===== src/hdl/rmv_pkg.sv =====
// Shared types and constants for the running mean and variance block.
`default_nettype none

package rmv_pkg;

    // Width of the shared unit's wide operand and result.
    localparam int WIDE = 128;
    // Width of the shared unit's narrow operand and remainder.
    localparam int NARROW = 64;
    // Width of the iteration length field.
    localparam int LEN_BITS = 8;
    // Critical value after reset (1.96 in unsigned Q4.12).
    localparam logic [15:0] CV_RESET = 16'd8028;
    // Fraction bits of the critical value.
    localparam int CV_FRAC = 12;

    typedef enum logic [1:0] {
        OP_MUL,
        OP_DIV,
        OP_SQRT
    } t_op;

    typedef struct packed {
        logic                start;
        t_op                 op;
        logic [LEN_BITS-1:0] len;
    } t_cmd;

    typedef enum logic [4:0] {
        S_IDLE,
        S_PREP,
        S_ADD_DIV,
        S_ADD_D2,
        S_ADD_MUL,
        S_MG_DD,
        S_MG_Q1MUL,
        S_MG_Q1DIV,
        S_MG_XMUL,
        S_MG_RMUL,
        S_MG_RDIV,
        S_MG_M2A,
        S_MG_M2B,
        S_MG_MMUL,
        S_MG_MDIV,
        S_SUM,
        S_V1,
        S_V2,
        S_SQRT,
        S_HW,
        S_OUT
    } t_state;

endpackage

`default_nettype wire


===== src/hdl/running_mean_variance_ci.sv =====
// Top level of the running mean, variance and confidence interval block.
//
//  Channel | Direction | Handshake                  | Payload
//  --------+-----------+----------------------------+----------------------------------------
//  in      | input     | i_in_valid / o_in_stall    | req_type, sample, part_count, part_mean,
//          |           |                            | part_sum_sq
//  out     | output    | o_out_valid / i_out_stall  | total_count, mean_out, std_error,
//          |           |                            | ci_lower, ci_upper, summary_valid
//  cfg     | input     | i_cfg_valid / o_cfg_ready  | critical value (unsigned Q4.12)
//
// Each transaction runs through one shared multiply/divide/square-root unit under the
// sequencer below, one bit (two radicand bits for the root) per cycle. The summary (variance,
// standard error and interval) is computed only when the count is at least two.
// Reset (synchronous, active low) clears the statistics and loads 1.96 as critical value.
// o_in_stall is high from acceptance until the result is loaded into the output register;
// a stalled output holds its result and the next transaction can already be taken.
`default_nettype none

module running_mean_variance_ci import rmv_pkg::*; #(
    parameter int COUNT_BITS = 32,
    parameter int FRAC_BITS  = 16
) (
    input  wire logic        i_clk,
    input  wire logic        i_rst_n,
    input  wire logic        i_in_valid,
    output logic             o_in_stall,
    input  wire logic        i_req_type,
    input  wire logic [31:0] i_sample,
    input  wire logic [31:0] i_part_count,
    input  wire logic [31:0] i_part_mean,
    input  wire logic [62:0] i_part_sum_sq,
    output logic             o_out_valid,
    input  wire logic        i_out_stall,
    output logic [31:0]      o_total_count,
    output logic [31:0]      o_mean_out,
    output logic [31:0]      o_std_error,
    output logic [31:0]      o_ci_lower,
    output logic [31:0]      o_ci_upper,
    output logic             o_summary_valid,
    input  wire logic        i_cfg_valid,
    output logic             o_cfg_ready,
    input  wire logic [15:0] i_cfg_data
);

    localparam int CB = COUNT_BITS;
    localparam logic [63:0] CNT_MAX64 = (64'd1 << COUNT_BITS) - 64'd1;

    // Iteration lengths, chosen so that every operand fits the bits walked.
    localparam logic [LEN_BITS-1:0] LEN_DMAG  = LEN_BITS'(33);
    localparam logic [LEN_BITS-1:0] LEN_ADDQ  = LEN_BITS'(34);
    localparam logic [LEN_BITS-1:0] LEN_CNT   = LEN_BITS'(COUNT_BITS);
    localparam logic [LEN_BITS-1:0] LEN_Q1    = LEN_BITS'(64 + COUNT_BITS);
    localparam logic [LEN_BITS-1:0] LEN_R1    = LEN_BITS'(2 * COUNT_BITS + 2);
    localparam logic [LEN_BITS-1:0] LEN_MSTEP = LEN_BITS'(34 + COUNT_BITS);
    localparam logic [LEN_BITS-1:0] LEN_VAR   = LEN_BITS'(64 + FRAC_BITS);
    localparam logic [LEN_BITS-1:0] LEN_SQRT  = LEN_BITS'(32);
    localparam logic [LEN_BITS-1:0] LEN_CV    = LEN_BITS'(16);

    t_state r_state;
    t_state n_state;
    logic   r_issued;

    // Statistics and configuration.
    logic [CB-1:0] r_count;
    logic [31:0]   r_mean;
    logic [63:0]   r_m2;
    logic [15:0]   r_cv;

    // Captured transaction.
    logic          r_type;
    logic [31:0]   r_sample;
    logic [CB-1:0] r_n2;
    logic [31:0]   r_pm;
    logic [62:0]   r_pss;

    // Working values.
    logic [CB:0]   r_n;
    logic          r_dneg;
    logic [32:0]   r_dmag;
    logic [63:0]   r_t1;
    logic [63:0]   r_t2;
    logic [63:0]   r_t3;
    logic [127:0]  r_x;
    logic [127:0]  r_y;
    logic [31:0]   r_se;
    logic [35:0]   r_hw;
    logic          r_sumv;

    // Output register.
    logic          r_ovalid;
    logic [31:0]   r_o_count;
    logic [31:0]   r_o_mean;
    logic [31:0]   r_o_se;
    logic [31:0]   r_o_lo;
    logic [31:0]   r_o_hi;
    logic          r_o_sv;

    // Shared unit.
    t_cmd          w_cmd;
    logic [127:0]  w_a;
    logic [63:0]   w_b;
    logic          u_done;
    logic [127:0]  u_res;
    logic [63:0]   u_rem;

    logic          w_in_acc;
    logic          w_out_free;

    // Combinational helpers.
    logic [63:0]   w_pc64;
    logic [CB-1:0] w_n2_sat;
    logic [CB:0]   w_n_inc;
    logic [32:0]   w_d_add;
    logic [32:0]   w_d_mg;
    logic          w_rnd;
    logic [33:0]   w_step;
    logic [34:0]   w_mean_new;
    logic [CB-1:0] w_n_sat;
    logic [32:0]   w_d2;
    logic [64:0]   w_sum_a;
    logic [64:0]   w_sum_b;
    logic [63:0]   w_term;
    logic [63:0]   w_cnt64;
    logic [37:0]   w_lo;
    logic [37:0]   w_hi;
    logic [31:0]   w_lo_sat;
    logic [31:0]   w_hi_sat;

    assign w_in_acc   = i_in_valid && !o_in_stall;
    assign w_out_free = !r_ovalid || !i_out_stall;

    always_comb begin
        // Partial count clipped to the count range.
        w_pc64   = 64'(i_part_count);
        w_n2_sat = (w_pc64 > CNT_MAX64) ? CNT_MAX64[CB-1:0] : w_pc64[CB-1:0];
        // Count after an add, holding at the maximum.
        w_n_inc  = (64'(r_count) < CNT_MAX64) ? ({1'b0, r_count} + 1'b1) : {1'b0, r_count};
        w_d_add  = {r_sample[31], r_sample} - {r_mean[31], r_mean};
        w_d_mg   = {r_pm[31], r_pm} - {r_mean[31], r_mean};
        // Mean step: quotient rounded to nearest, ties away from zero.
        w_rnd    = ({u_rem[CB:0], 1'b0} >= {1'b0, r_n});
        w_step   = u_res[33:0] + 34'(w_rnd);
        if (r_dneg) begin
            w_mean_new = {{3{r_mean[31]}}, r_mean} - {1'b0, w_step};
        end else begin
            w_mean_new = {{3{r_mean[31]}}, r_mean} + {1'b0, w_step};
        end
        w_n_sat  = r_n[CB] ? CNT_MAX64[CB-1:0] : r_n[CB-1:0];
        w_d2     = {r_sample[31], r_sample} - {r_mean[31], r_mean};
        w_sum_a  = {1'b0, r_m2} + {2'b00, r_pss};
        // Merge correction term with saturation above 64 bits.
        w_term   = ((r_x >> (64 + FRAC_BITS)) != '0) ? '1 : 64'(r_x >> FRAC_BITS);
        if (r_state == S_ADD_MUL) begin
            w_sum_b = {1'b0, r_m2} + {1'b0, (u_res[63:0] >> FRAC_BITS)};
        end else begin
            w_sum_b = {1'b0, r_m2} + {1'b0, w_term};
        end
        w_cnt64  = 64'(r_count);
        w_lo     = {{6{r_mean[31]}}, r_mean} - {2'b00, r_hw};
        w_hi     = {{6{r_mean[31]}}, r_mean} + {2'b00, r_hw};
        if (w_lo[37] && !(&w_lo[36:31])) begin
            w_lo_sat = 32'h8000_0000;
        end else if (!w_lo[37] && (|w_lo[36:31])) begin
            w_lo_sat = 32'h7FFF_FFFF;
        end else begin
            w_lo_sat = w_lo[31:0];
        end
        if (!w_hi[37] && (|w_hi[36:31])) begin
            w_hi_sat = 32'h7FFF_FFFF;
        end else if (w_hi[37] && !(&w_hi[36:31])) begin
            w_hi_sat = 32'h8000_0000;
        end else begin
            w_hi_sat = w_hi[31:0];
        end
    end

    // Next state.
    always_comb begin
        n_state = r_state;
        case (r_state)
            S_IDLE: begin
                if (w_in_acc) begin
                    n_state = S_PREP;
                end
            end
            S_PREP: begin
                if (!r_type) begin
                    n_state = S_ADD_DIV;
                end else if (r_n2 == '0 || r_count == '0) begin
                    n_state = S_SUM;
                end else begin
                    n_state = S_MG_DD;
                end
            end
            S_ADD_DIV:  if (u_done) n_state = S_ADD_D2;
            S_ADD_D2:   n_state = S_ADD_MUL;
            S_ADD_MUL:  if (u_done) n_state = S_SUM;
            S_MG_DD:    if (u_done) n_state = S_MG_Q1MUL;
            S_MG_Q1MUL: if (u_done) n_state = S_MG_Q1DIV;
            S_MG_Q1DIV: if (u_done) n_state = S_MG_XMUL;
            S_MG_XMUL:  if (u_done) n_state = S_MG_RMUL;
            S_MG_RMUL:  if (u_done) n_state = S_MG_RDIV;
            S_MG_RDIV:  if (u_done) n_state = S_MG_M2A;
            S_MG_M2A:   n_state = S_MG_M2B;
            S_MG_M2B:   n_state = S_MG_MMUL;
            S_MG_MMUL:  if (u_done) n_state = S_MG_MDIV;
            S_MG_MDIV:  if (u_done) n_state = S_SUM;
            S_SUM: begin
                if (w_cnt64 >= 64'd2) begin
                    n_state = S_V1;
                end else begin
                    n_state = S_OUT;
                end
            end
            S_V1: if (u_done) n_state = S_V2;
            S_V2: begin
                if (u_done) begin
                    if (u_res[127:64] != '0) begin
                        n_state = S_HW;
                    end else begin
                        n_state = S_SQRT;
                    end
                end
            end
            S_SQRT: if (u_done) n_state = S_HW;
            S_HW:   if (u_done) n_state = S_OUT;
            S_OUT: begin
                if (w_out_free) begin
                    n_state = S_IDLE;
                end
            end
            default: n_state = S_IDLE;
        endcase
    end

    // Commands to the shared unit; each operation state starts it once.
    always_comb begin
        w_cmd.start = 1'b0;
        w_cmd.op    = OP_MUL;
        w_cmd.len   = LEN_CNT;
        w_a         = '0;
        w_b         = '0;
        case (r_state)
            S_ADD_DIV: begin
                w_cmd.start = !r_issued;
                w_cmd.op    = OP_DIV;
                w_cmd.len   = LEN_ADDQ;
                w_a         = 128'(r_dmag);
                w_b         = 64'(r_n);
            end
            S_ADD_MUL: begin
                w_cmd.start = !r_issued;
                w_cmd.len   = LEN_DMAG;
                w_a         = 128'(r_dmag);
                w_b         = r_t1;
            end
            S_MG_DD: begin
                w_cmd.start = !r_issued;
                w_cmd.len   = LEN_DMAG;
                w_a         = 128'(r_dmag);
                w_b         = 64'(r_dmag);
            end
            S_MG_Q1MUL: begin
                w_cmd.start = !r_issued;
                w_a         = 128'(r_t1);
                w_b         = 64'(r_count);
            end
            S_MG_Q1DIV: begin
                w_cmd.start = !r_issued;
                w_cmd.op    = OP_DIV;
                w_cmd.len   = LEN_Q1;
                w_a         = r_x;
                w_b         = 64'(r_n);
            end
            S_MG_XMUL: begin
                w_cmd.start = !r_issued;
                w_a         = 128'(r_t2);
                w_b         = 64'(r_n2);
            end
            S_MG_RMUL: begin
                w_cmd.start = !r_issued;
                w_a         = 128'(r_t3);
                w_b         = 64'(r_n2);
            end
            S_MG_RDIV: begin
                w_cmd.start = !r_issued;
                w_cmd.op    = OP_DIV;
                w_cmd.len   = LEN_R1;
                w_a         = r_y;
                w_b         = 64'(r_n);
            end
            S_MG_MMUL: begin
                w_cmd.start = !r_issued;
                w_a         = 128'(r_dmag);
                w_b         = 64'(r_n2);
            end
            S_MG_MDIV: begin
                w_cmd.start = !r_issued;
                w_cmd.op    = OP_DIV;
                w_cmd.len   = LEN_MSTEP;
                w_a         = r_y;
                w_b         = 64'(r_n);
            end
            S_V1: begin
                w_cmd.start = !r_issued;
                w_cmd.op    = OP_DIV;
                w_cmd.len   = LEN_VAR;
                w_a         = 128'(r_m2) << FRAC_BITS;
                w_b         = 64'(r_count) - 64'd1;
            end
            S_V2: begin
                w_cmd.start = !r_issued;
                w_cmd.op    = OP_DIV;
                w_cmd.len   = LEN_VAR;
                w_a         = r_x;
                w_b         = 64'(r_count);
            end
            S_SQRT: begin
                w_cmd.start = !r_issued;
                w_cmd.op    = OP_SQRT;
                w_cmd.len   = LEN_SQRT;
                w_a         = 128'(r_t1);
            end
            S_HW: begin
                w_cmd.start = !r_issued;
                w_cmd.len   = LEN_CV;
                w_a         = 128'(r_se);
                w_b         = 64'(r_cv);
            end
            default: begin
                w_cmd.start = 1'b0;
            end
        endcase
    end

    rmv_unit u_unit (
        .i_clk   (i_clk),
        .i_rst_n (i_rst_n),
        .i_cmd   (w_cmd),
        .i_a     (w_a),
        .i_b     (w_b),
        .o_done  (u_done),
        .o_res   (u_res),
        .o_rem   (u_rem)
    );

    // Control and statistics registers.
    always_ff @(posedge i_clk) begin
        if (!i_rst_n) begin
            r_state  <= S_IDLE;
            r_issued <= 1'b0;
            r_count  <= '0;
            r_mean   <= '0;
            r_m2     <= '0;
            r_cv     <= CV_RESET;
            r_ovalid <= 1'b0;
        end else begin
            r_state <= n_state;
            if (w_cmd.start) begin
                r_issued <= 1'b1;
            end else if (u_done) begin
                r_issued <= 1'b0;
            end
            if (i_cfg_valid && o_cfg_ready) begin
                r_cv <= i_cfg_data;
            end
            // A new result is loaded as soon as the output register is free.
            if (r_state == S_OUT && w_out_free) begin
                r_ovalid <= 1'b1;
            end else if (r_ovalid && !i_out_stall) begin
                r_ovalid <= 1'b0;
            end
            case (r_state)
                S_PREP: begin
                    // An empty block takes a nonempty partial as it is.
                    if (r_type && r_n2 != '0 && r_count == '0) begin
                        r_count <= r_n2;
                        r_mean  <= r_pm;
                        r_m2    <= {1'b0, r_pss};
                    end
                end
                S_ADD_DIV: begin
                    if (u_done) begin
                        r_count <= r_n[CB-1:0];
                        r_mean  <= w_mean_new[31:0];
                    end
                end
                S_ADD_MUL: begin
                    if (u_done) begin
                        r_m2 <= w_sum_b[64] ? '1 : w_sum_b[63:0];
                    end
                end
                S_MG_M2A: r_m2 <= w_sum_a[64] ? '1 : w_sum_a[63:0];
                S_MG_M2B: r_m2 <= w_sum_b[64] ? '1 : w_sum_b[63:0];
                S_MG_MDIV: begin
                    if (u_done) begin
                        r_count <= w_n_sat;
                        r_mean  <= w_mean_new[31:0];
                    end
                end
                default: ;
            endcase
        end
    end

    // Payload and working registers.
    always_ff @(posedge i_clk) begin
        if (w_in_acc) begin
            r_type   <= i_req_type;
            r_sample <= i_sample;
            r_n2     <= w_n2_sat;
            r_pm     <= i_part_mean;
            r_pss    <= i_part_sum_sq;
        end
        case (r_state)
            S_PREP: begin
                if (!r_type) begin
                    r_n    <= w_n_inc;
                    r_dneg <= w_d_add[32];
                    r_dmag <= w_d_add[32] ? (33'd0 - w_d_add) : w_d_add;
                end else begin
                    r_n    <= {1'b0, r_count} + {1'b0, r_n2};
                    r_dneg <= w_d_mg[32];
                    r_dmag <= w_d_mg[32] ? (33'd0 - w_d_mg) : w_d_mg;
                end
            end
            S_ADD_D2: r_t1 <= 64'(w_d2[32] ? (33'd0 - w_d2) : w_d2);
            S_MG_DD:    if (u_done) r_t1 <= u_res[63:0];
            S_MG_Q1MUL: if (u_done) r_x <= u_res;
            S_MG_Q1DIV: begin
                if (u_done) begin
                    r_t2 <= u_res[63:0];
                    r_t3 <= u_rem;
                end
            end
            S_MG_XMUL:  if (u_done) r_x <= u_res;
            S_MG_RMUL:  if (u_done) r_y <= u_res;
            S_MG_RDIV:  if (u_done) r_x <= r_x + u_res;
            S_MG_MMUL:  if (u_done) r_y <= u_res;
            S_SUM: begin
                r_sumv <= (w_cnt64 >= 64'd2);
            end
            S_V1: if (u_done) r_x <= u_res;
            S_V2: begin
                if (u_done) begin
                    r_t1 <= u_res[63:0];
                    if (u_res[127:64] != '0) begin
                        r_se <= '1;
                    end
                end
            end
            S_SQRT: if (u_done) r_se <= u_res[31:0];
            S_HW:   if (u_done) r_hw <= 36'(u_res >> CV_FRAC);
            S_OUT: begin
                if (w_out_free) begin
                    r_o_count <= (w_cnt64 > 64'hFFFF_FFFF) ? '1 : w_cnt64[31:0];
                    r_o_mean  <= r_mean;
                    r_o_se    <= r_sumv ? r_se : '0;
                    r_o_lo    <= r_sumv ? w_lo_sat : '0;
                    r_o_hi    <= r_sumv ? w_hi_sat : '0;
                    r_o_sv    <= r_sumv;
                end
            end
            default: begin
                r_sumv <= r_sumv;
            end
        endcase
    end

    assign o_in_stall      = (r_state != S_IDLE);
    assign o_cfg_ready     = 1'b1;
    assign o_out_valid     = r_ovalid;
    assign o_total_count   = r_o_count;
    assign o_mean_out      = r_o_mean;
    assign o_std_error     = r_o_se;
    assign o_ci_lower      = r_o_lo;
    assign o_ci_upper      = r_o_hi;
    assign o_summary_valid = r_o_sv;

endmodule

`default_nettype wire


===== src/hdl/rmv_unit.sv =====
// Shared iterative unit: shift-add multiply, restoring divide and integer square root.
`default_nettype none

module rmv_unit import rmv_pkg::*; (
    input  wire logic              i_clk,
    input  wire logic              i_rst_n,
    input  wire t_cmd              i_cmd,
    input  wire logic [WIDE-1:0]   i_a,
    input  wire logic [NARROW-1:0] i_b,
    output logic                   o_done,
    output logic [WIDE-1:0]        o_res,
    output logic [NARROW-1:0]      o_rem
);

    logic                r_busy;
    logic                r_done;
    t_op                 r_op;
    logic [LEN_BITS-1:0] r_cnt;
    logic [WIDE-1:0]     r_acc;
    logic [WIDE-1:0]     r_aux;
    logic [NARROW-1:0]   r_b;
    logic [NARROW-1:0]   r_rem;
    logic [31:0]         r_root;

    logic [NARROW:0]     w_x;
    logic [NARROW:0]     w_y;
    logic [NARROW+1:0]   w_diff;
    logic                w_ge;

    // One subtractor serves both the divide and the square root steps.
    always_comb begin
        if (r_op == OP_SQRT) begin
            w_x = {1'b0, r_rem[NARROW-3:0], r_acc[63:62]};
            w_y = {1'b0, 30'd0, r_root, 2'b01};
        end else begin
            w_x = {r_rem, r_acc[WIDE-1]};
            w_y = {1'b0, r_b};
        end
        w_diff = {1'b0, w_x} - {1'b0, w_y};
        w_ge   = ~w_diff[NARROW+1];
    end

    always_ff @(posedge i_clk) begin
        if (!i_rst_n) begin
            r_busy <= 1'b0;
            r_done <= 1'b0;
            r_op   <= OP_MUL;
        end else begin
            r_done <= 1'b0;
            if (i_cmd.start) begin
                r_busy <= 1'b1;
                r_op   <= i_cmd.op;
                r_cnt  <= i_cmd.len;
                case (i_cmd.op)
                    OP_MUL: begin
                        r_acc <= '0;
                        r_aux <= i_a;
                        r_b   <= i_b;
                    end
                    OP_DIV: begin
                        r_acc <= i_a << (LEN_BITS'(WIDE) - i_cmd.len);
                        r_rem <= '0;
                        r_b   <= i_b;
                    end
                    OP_SQRT: begin
                        r_acc  <= i_a;
                        r_rem  <= '0;
                        r_root <= '0;
                    end
                    default: begin
                        r_acc <= '0;
                    end
                endcase
            end else if (r_busy) begin
                r_cnt <= r_cnt - 1'b1;
                if (r_cnt == LEN_BITS'(1)) begin
                    r_busy <= 1'b0;
                    r_done <= 1'b1;
                end
                case (r_op)
                    OP_MUL: begin
                        if (r_b[0]) begin
                            r_acc <= r_acc + r_aux;
                        end
                        r_aux <= r_aux << 1;
                        r_b   <= r_b >> 1;
                    end
                    OP_DIV: begin
                        if (w_ge) begin
                            r_rem <= w_diff[NARROW-1:0];
                        end else begin
                            r_rem <= w_x[NARROW-1:0];
                        end
                        r_acc <= {r_acc[WIDE-2:0], w_ge};
                    end
                    OP_SQRT: begin
                        if (w_ge) begin
                            r_rem <= w_diff[NARROW-1:0];
                        end else begin
                            r_rem <= w_x[NARROW-1:0];
                        end
                        r_root <= {r_root[30:0], w_ge};
                        r_acc  <= r_acc << 2;
                    end
                    default: begin
                        r_busy <= 1'b0;
                    end
                endcase
            end
        end
    end

    assign o_done = r_done;
    assign o_res  = (r_op == OP_SQRT) ? WIDE'(r_root) : r_acc;
    assign o_rem  = r_rem;

endmodule

`default_nettype wire

===== config.mk =====
export PLATFORM = sky130hd
export DESIGN_NAME = running_mean_variance_ci
export DESIGN_NICKNAME = d
export VERILOG_FILES = /design/src/hdl/rmv_pkg.sv /design/src/hdl/running_mean_variance_ci.sv /design/src/hdl/rmv_unit.sv
export SDC_FILE = /design/constraint.sdc
export NUM_CORES = 2
export LEC_CHECK = 0
export BUFFER_PORTS_ARGS = -buffer_cell sky130_fd_sc_hd__buf_2
export CAP_MARGIN = 10
export CELL_PAD_IN_SITES_DETAIL_PLACEMENT = 1
export CELL_PAD_IN_SITES_GLOBAL_PLACEMENT = 1
export CORE_ASPECT_RATIO = 0.9
export CORE_MARGIN = 3
export CORE_UTILIZATION = 40
export CTS_CLUSTER_SIZE = 40
export DETAILED_ROUTE_END_ITERATION = 16
export GPL_TIMING_DRIVEN = 0
export PLACE_DENSITY = 0.65
export REMOVE_ABC_BUFFERS = 1
export SLEW_MARGIN = 20
export SYNTH_ARGS = -nofsm -noshare
export SYNTH_HDL_FRONTEND = slang
export SYNTH_SLANG_ARGS = --single-unit

===== constraint.sdc =====
create_clock -name i_clk -period 19.3 [get_ports i_clk]
set_input_delay 3.86 -clock i_clk [delete_from_list [all_inputs] [get_ports i_clk]]
set_output_delay 3.86 -clock i_clk [all_outputs]
set_load 0.02 [all_outputs]

==> Yosys cells after proc, flatten, opt, wreduce, memory -nomap -nowiden <==
Cells that the tools add are included.
{ "totals": {"reg_bits": 1484, "in_bits": 181, "output_inout_bits": 164, "wordCells": 304} }
{ "op_classes": {"addsub": 21, "n_lt_le_gt_ge": 4, "eq_ne": 52, "n_shift": 1, "mux": 97, "n_bitwise": 4, "reduce_logical": 85} }
{ "op_table": {"columns": ["op", "count"], "rows": [
  ["2-to-1 mux 128 bit", 10],
  ["2-to-1 mux 64 bit", 17],
  ["one-hot mux 128 bit (8 select lines)", 1],
  ["2-to-1 mux 32 bit", 17],
  ["one-hot mux 128 bit (2 select lines)", 2],
  ["one-hot mux 64 bit (7 select lines)", 1],
  ["one-hot mux 128 bit (3 select lines)", 1],
  ["adder 128 bit", 2],
  ["one-hot mux 64 bit (4 select lines)", 1],
  ["2-to-1 mux 33 bit", 5],
  ["2-to-1 mux 65 bit", 2],
  ["one-hot mux 32 bit (2 select lines)", 2],
  ["one-hot mux 64 bit (2 select lines)", 1],
  ["nonzero test 128 bit", 1],
  ["left shift 128 x 8 -> 128 bit", 1],
  ["one-hot mux 5 bit (20 select lines)", 1],
  ["one-hot mux 32 bit (3 select lines)", 1],
  ["2-to-1 mux 5 bit", 15],
  ["subtractor 1 x 33 -> 33 bit, first input constant", 2],
  ["subtractor 32 x 32 -> 33 bit", 2],
  ["subtractor 65 x 64 -> 66 bit", 1],
  ["adder 64 x 48 -> 65 bit", 1],
  ["adder 64 x 63 -> 65 bit", 1],
  ["adder 64 x 64 -> 65 bit", 1],
  ["56 further kinds", 175]
]} }

==> Logic depth before layout (Yosys ltp) <==
{ "logic_depth": {"depth_word": 7, "ltp_mapped": 45, "ltp_nobuf": 45} }

==> By module <==
From an unflattened synthesis, not the netlist that was laid out.
{ "unflattened": {"hier_cells": 13165, "area_unflattened_um2": 118308.5} }
{ "modules_own_cells": {"columns": ["module", "instances", "cells_per_inst", "area_per_inst_um2", "seq_area_each_um2"], "rows": [
  ["running_mean_variance_ci", 1, 8182, 74179.9, 30199.0],
  ["rmv_unit", 1, 4983, 44128.6, 12812.3]
]} }

==> Worst setup path after synthesis <==
Ideal clock, no wire load.
{ "synth_path": {"path_type": "input port to flip-flop", "from": "in i_out_stall", "to": "reg r_o_lo[0] (netlist: o_ci_lower[0]) (enable)", "setup_time_ps": 735, "arrival_time_ps": 11616, "required_time_ps": 18565, "path_slack_ps": 6949, "stages": 1, "n_path_buf": 0, "cell_sequence": "a21oi_1"} }
{ "synth_between": {"elab_chain_len": 3} }
{ "synth_rtl": {"columns": ["item", "line", "source"], "rows": [
  ["start, declared", "running_mean_variance_ci.sv:33", "input wire logic i_out_stall,"],
  ["zero test 1 bit", "running_mean_variance_ci.sv:130", "assign w_out_free = !r_ovalid || !i_out_stall;"],
  ["logical OR 1 bit", "running_mean_variance_ci.sv:130", null],
  ["AND reduction 2 bit (no line)", null, null],
  ["end signal, assigned", "running_mean_variance_ci.sv:459", "r_o_lo <= r_sumv ? w_lo_sat : '0;"],
  ["end, declared", "running_mean_variance_ci.sv:94", "logic [31:0] r_o_lo;"]
]} }
Every way passes these cells.
A chain may end at the register's enable or synchronous reset.

==> Final worst setup path <==
{ "layout_path": {"from": "reg u_unit.r_rem[0] (netlist: u_unit.o_rem[0])", "to": "reg r_mean[29]"} }
{ "layout_between": {"elab_chain_len": 6, "word_cells_on_any_way": 7, "classes_between": "add/sub (3); order compare (1); mux (3)"} }
{ "layout_rtl": {"columns": ["item", "line", "source"], "rows": [
  ["start, declared", "rmv_unit.sv:22", "logic [NARROW-1:0] r_rem;"],
  ["start signal, assigned", "rmv_unit.sv:90", "r_rem <= w_diff[NARROW-1:0];"],
  ["start signal, assigned", "rmv_unit.sv:92", "r_rem <= w_x[NARROW-1:0];"],
  ["start signal, assigned", "rmv_unit.sv:98", "r_rem <= w_diff[NARROW-1:0];"],
  [">= comparator 34 x 33 -> 1 bit *", "running_mean_variance_ci.sv:141", "w_rnd = ({u_rem[CB:0], 1'b0} >= {1'b0, r_n});"],
  ["adder 32 x 1 -> 32 bit *", "running_mean_variance_ci.sv:142", "w_step = u_res[33:0] + 34'(w_rnd);"],
  ["adder 32 bit / subtractor 32 bit (equally long branches)", "running_mean_variance_ci.sv:146, running_mean_variance_ci.sv:144", null],
  ["2-to-1 mux 32 bit *", "running_mean_variance_ci.sv:143", "if (r_dneg) begin"],
  ["2-to-1 mux 32 bit *", "running_mean_variance_ci.sv:383, running_mean_variance_ci.sv:396", null],
  ["one-hot mux 32 bit (2 select lines) *", "running_mean_variance_ci.sv:373", "case (r_state)"],
  ["end signal, assigned", "running_mean_variance_ci.sv:378", "r_mean <= r_pm;"],
  ["end signal, assigned", "running_mean_variance_ci.sv:385", "r_mean <= w_mean_new[31:0];"],
  ["end signal, assigned", "running_mean_variance_ci.sv:398", "r_mean <= w_mean_new[31:0];"],
  ["end, declared", "running_mean_variance_ci.sv:65", "logic [31:0] r_mean;"]
]} }
Every way passes the cells marked *; elsewhere a longest branch is shown, timed or not. The select of a mux whose other input is x is not followed.

==> out/metrics.csv <==
metric,value,unit
setup_viol,0,
drc,0,
clock_path_buffers,4,
crit_buf_inv,1,
seq_area,43020,sq um
core-area,276800,sq um
ctsHoldBuffers,0,
drive_above_1_share,9.936,%
place_area,119600,sq um
rows,183,
cp.required,20060,ps
start_util,40.30,%
drv_cap,0,
h-tree-depth,4,
dieArea,285300,sq um
first_pass_iters,11,
setup_ws,8773,ps
synth_edf_count,1329,
synth_top_area_share,35.78,%
slew_viol_final,0,
max_stage_delay,690,ps
p_sw_share,52.52,%
post_drt_wl_per_cell,32.65,um
place_ws,9020,ps
vias,106327,
fin_skew,67.82,ps
intPower,0.01344,W
multi_input_area,64330,sq um
min_period,10530,ps
io_buffers,343,
clk_latency,920,ps
grt_setup_unrepaired,no,
critPathKind,reg2reg,
worstReg2RegStart,u_unit.o_rem[0],
antenna_found_initial,34,
clk_pin_slew,70,ps
yosys_most_used_dff,edfxtp_1,
nets,13308,
crit_path_end_kind,register,
pwr-share-comb,65.1,%
cts_setup_buffers,0,
p_seq_share,21.8,%
final_common_cell,a21oi_1,
numCtsBuffers,190,
period_share,54.55,%
yosysTopAreaCell,edfxtp_1,
synth.area.top_cells,"edfxtp_1, ha_1, a21oi_1",
synthArstFlopShare,0,%
drt-initial-drc-count,13866,
hp-class,reg2reg,
gp_congestion,0.9681,
pin_count,345,
layout_common_cells,"a21oi_1, edfxtp_1, nand2_1",
critPathArrivalTime,11290,ps
startpoint_type,register,
yosysWarnings,0,
grt_max_degree,82,
critPathMaxFanout,6,
grt_overflow,0,
die_w,562.7,um
powerDensity,224.8,nW/um^2
syn2layout_area_growth,12.93,%
synth_area,111600,sq um
design_area,126000,sq um
slowest_stage,a211oi_1,
synth_cells,12469,
clock.fmax,94.99,MHz
hold_start,u_unit.o_rem[63],
grt_pass1_vias,103567,
seq_area_frac_synth,38.56,%
nFillCells,31373,
routed_wl,531.8,mm
vias_per_cell,6.528,
cts_resized,0,
grt_pass1_wl,756.6,mm
critPathLaunch,u_unit.o_rem[0],
ant_nets,0,
ys_ff_latch,1484,
clkSinkCount,1484,
run_status,"finished, final reports clean",
finalHoldViolations,0,
cpLargestDelayFamily,compound AO/OA/AOI/OAI gates,
cp_common_cell,a21oi_1,
peakVddDrop,132.5,uV
grt_usage,35.83,%
maxSlewHeadroom,14.74,%
max_slew.worst_pin.slew,1243,ps
avgSynthCellArea,8.946,sq um
die_y,507.0,um
synth_cell_type_count,127,
p_sw,0.01487,W
cts_tree,built,
power_frac_clock,13.2,%
p_leak,47.18,nW
post-dp-hpwl,425.7,mm
clock-root-buffer,clkbuf_16,
-- final timing paths --
kind | depth (start not counted) | to | slack, ps
max | 42 | r_mean[29] | 8770
min | 0 | r_t3[63] | 470
max reg2reg | 42 | r_mean[29] | 8770
min reg2reg | 0 | r_t3[63] | 470
-- sequential cells by signal, summed over array words and instances (netlist names), 33 cells and up --
| name | cells |
|---|---|
| r_n | 33 |
| r_t2 | 64 |
| r_m2 | 64 |
| r_dmag | 33 |
| u_unit.o_rem | 64 |
| r_hw | 36 |
| r_t1 | 64 |
| r_y | 128 |
| u_unit.r_b | 64 |
| r_t3 | 64 |
| u_unit.r_aux | 128 |
| r_x | 128 |
| u_unit.r_acc | 128 |
| r_pss | 63 |
-- through the flow --
stage          power (W)  hold slack, ps  cells  util, %  setup TNS (ps)
2_1_floorplan    0.01732           422.2  11641        -               0
3_3_place_gp     0.02357           440.3  15684    41.40        -7354010
3_5_place_dp     0.02394           453.9  15927    43.21               0
4_1_cts          0.02782           466.4  16269    45.49               0
5_1_grt          0.02990           487.0  16272    45.49               0
6_report         0.02832           470.1  16287    45.51               0
-- synth_stat cells, types with 37 or more instances --
cell	instances
a211oi_1	114
a21o_1	365
a21oi_1	1364
a21oi_2	37
a221oi_1	74
a222oi_1	163
a22o_1	43
a22oi_1	193
a31oi_1	161
and2_1	137
and3_1	73
buf_1	68
buf_2	87
clkbuf_1	654
dfxtp_1	155
edfxtp_1	1329
ha_1	696
inv_1	418
mux2_2	87
mux2i_1	221
nand2_1	1251
nand2b_1	108
nand3_1	179
nand4_1	220
nor2_1	930
nor2b_1	152
nor3_1	220
nor4_1	81
o211ai_1	71
o21a_1	93
o21ai_0	946
o21ai_1	65
o21bai_1	137
o221ai_1	69
o22ai_1	122
o31ai_1	65
or3_1	50
xnor2_1	485
xor2_1	257
-- power by group through the flow --
stage	Sequential (W)	Clock, W	Combinational, W
2_1_floorplan	0.00551	0	0.0118
3_3_place_gp	0.00638	0	0.0172
3_5_place_dp	0.00612	0	0.0178
4_1_cts	0.00607	0.00377	0.0180
5_1_grt	0.00617	0.00389	0.0198
6_report	0.00617	0.00373	0.0184
-- kinds of logic (layout without fill, tap and decap cells) --
family,Yosys count,in the layout,synth area share [%]
AO/OA/AOI/OAI,4393,4393,25.14
AND/OR/NAND/NOR,3567,3567,14.95
flip-flops,1484,1484,38.56
buffers and inverters,1253,1354,4.390
XOR/XNOR,744,744,5.855
adder cells (fa/ha/maj),707,707,8.004
multiplexers,320,320,3.096
other,1,18,0.003362
-- worst reg2reg max path: cells and delay by family (launching register included) --
family / cells / cell delay, ps
flip-flops: 1 / 550
AND/OR/NAND/NOR: 10 / 1910
adder cells (fa/ha/maj): 4 / 1320
XOR/XNOR: 2 / 440
AO/OA/AOI/OAI: 25 / 6080
buffers and inverters: 1 / 80
-- cell type report --
cell class,instances,share of cell area [%]
Multi-Input combinational cell,9732,51.07
Clock inverter,98,0.8373
Sequential cell,1484,34.15
Tap cell,3700,3.675
Inverter,425,1.276
Timing Repair Buffer,587,4.805
Clock buffer,244,4.157
Antenna cell,17,0.03377
-- routing by layer --
| metal | part of all wire (%) | GRT usage, % | vias up | wire (um) |
|---|---|---|---|---|
| met2 | 40 | 50.58 | 4982 | 215300 |
| li1 | - | - | 46737 | - |
| met4 | 2.9 | 9.288 | 12 | 15640 |
| met3 | 10 | 7.908 | 665 | 54870 |
| met1 | 46 | 54.50 | 53931 | 245900 |
| met5 | 0.014 | 0 | - | 73 |
(Power assumes the default switching activity.)
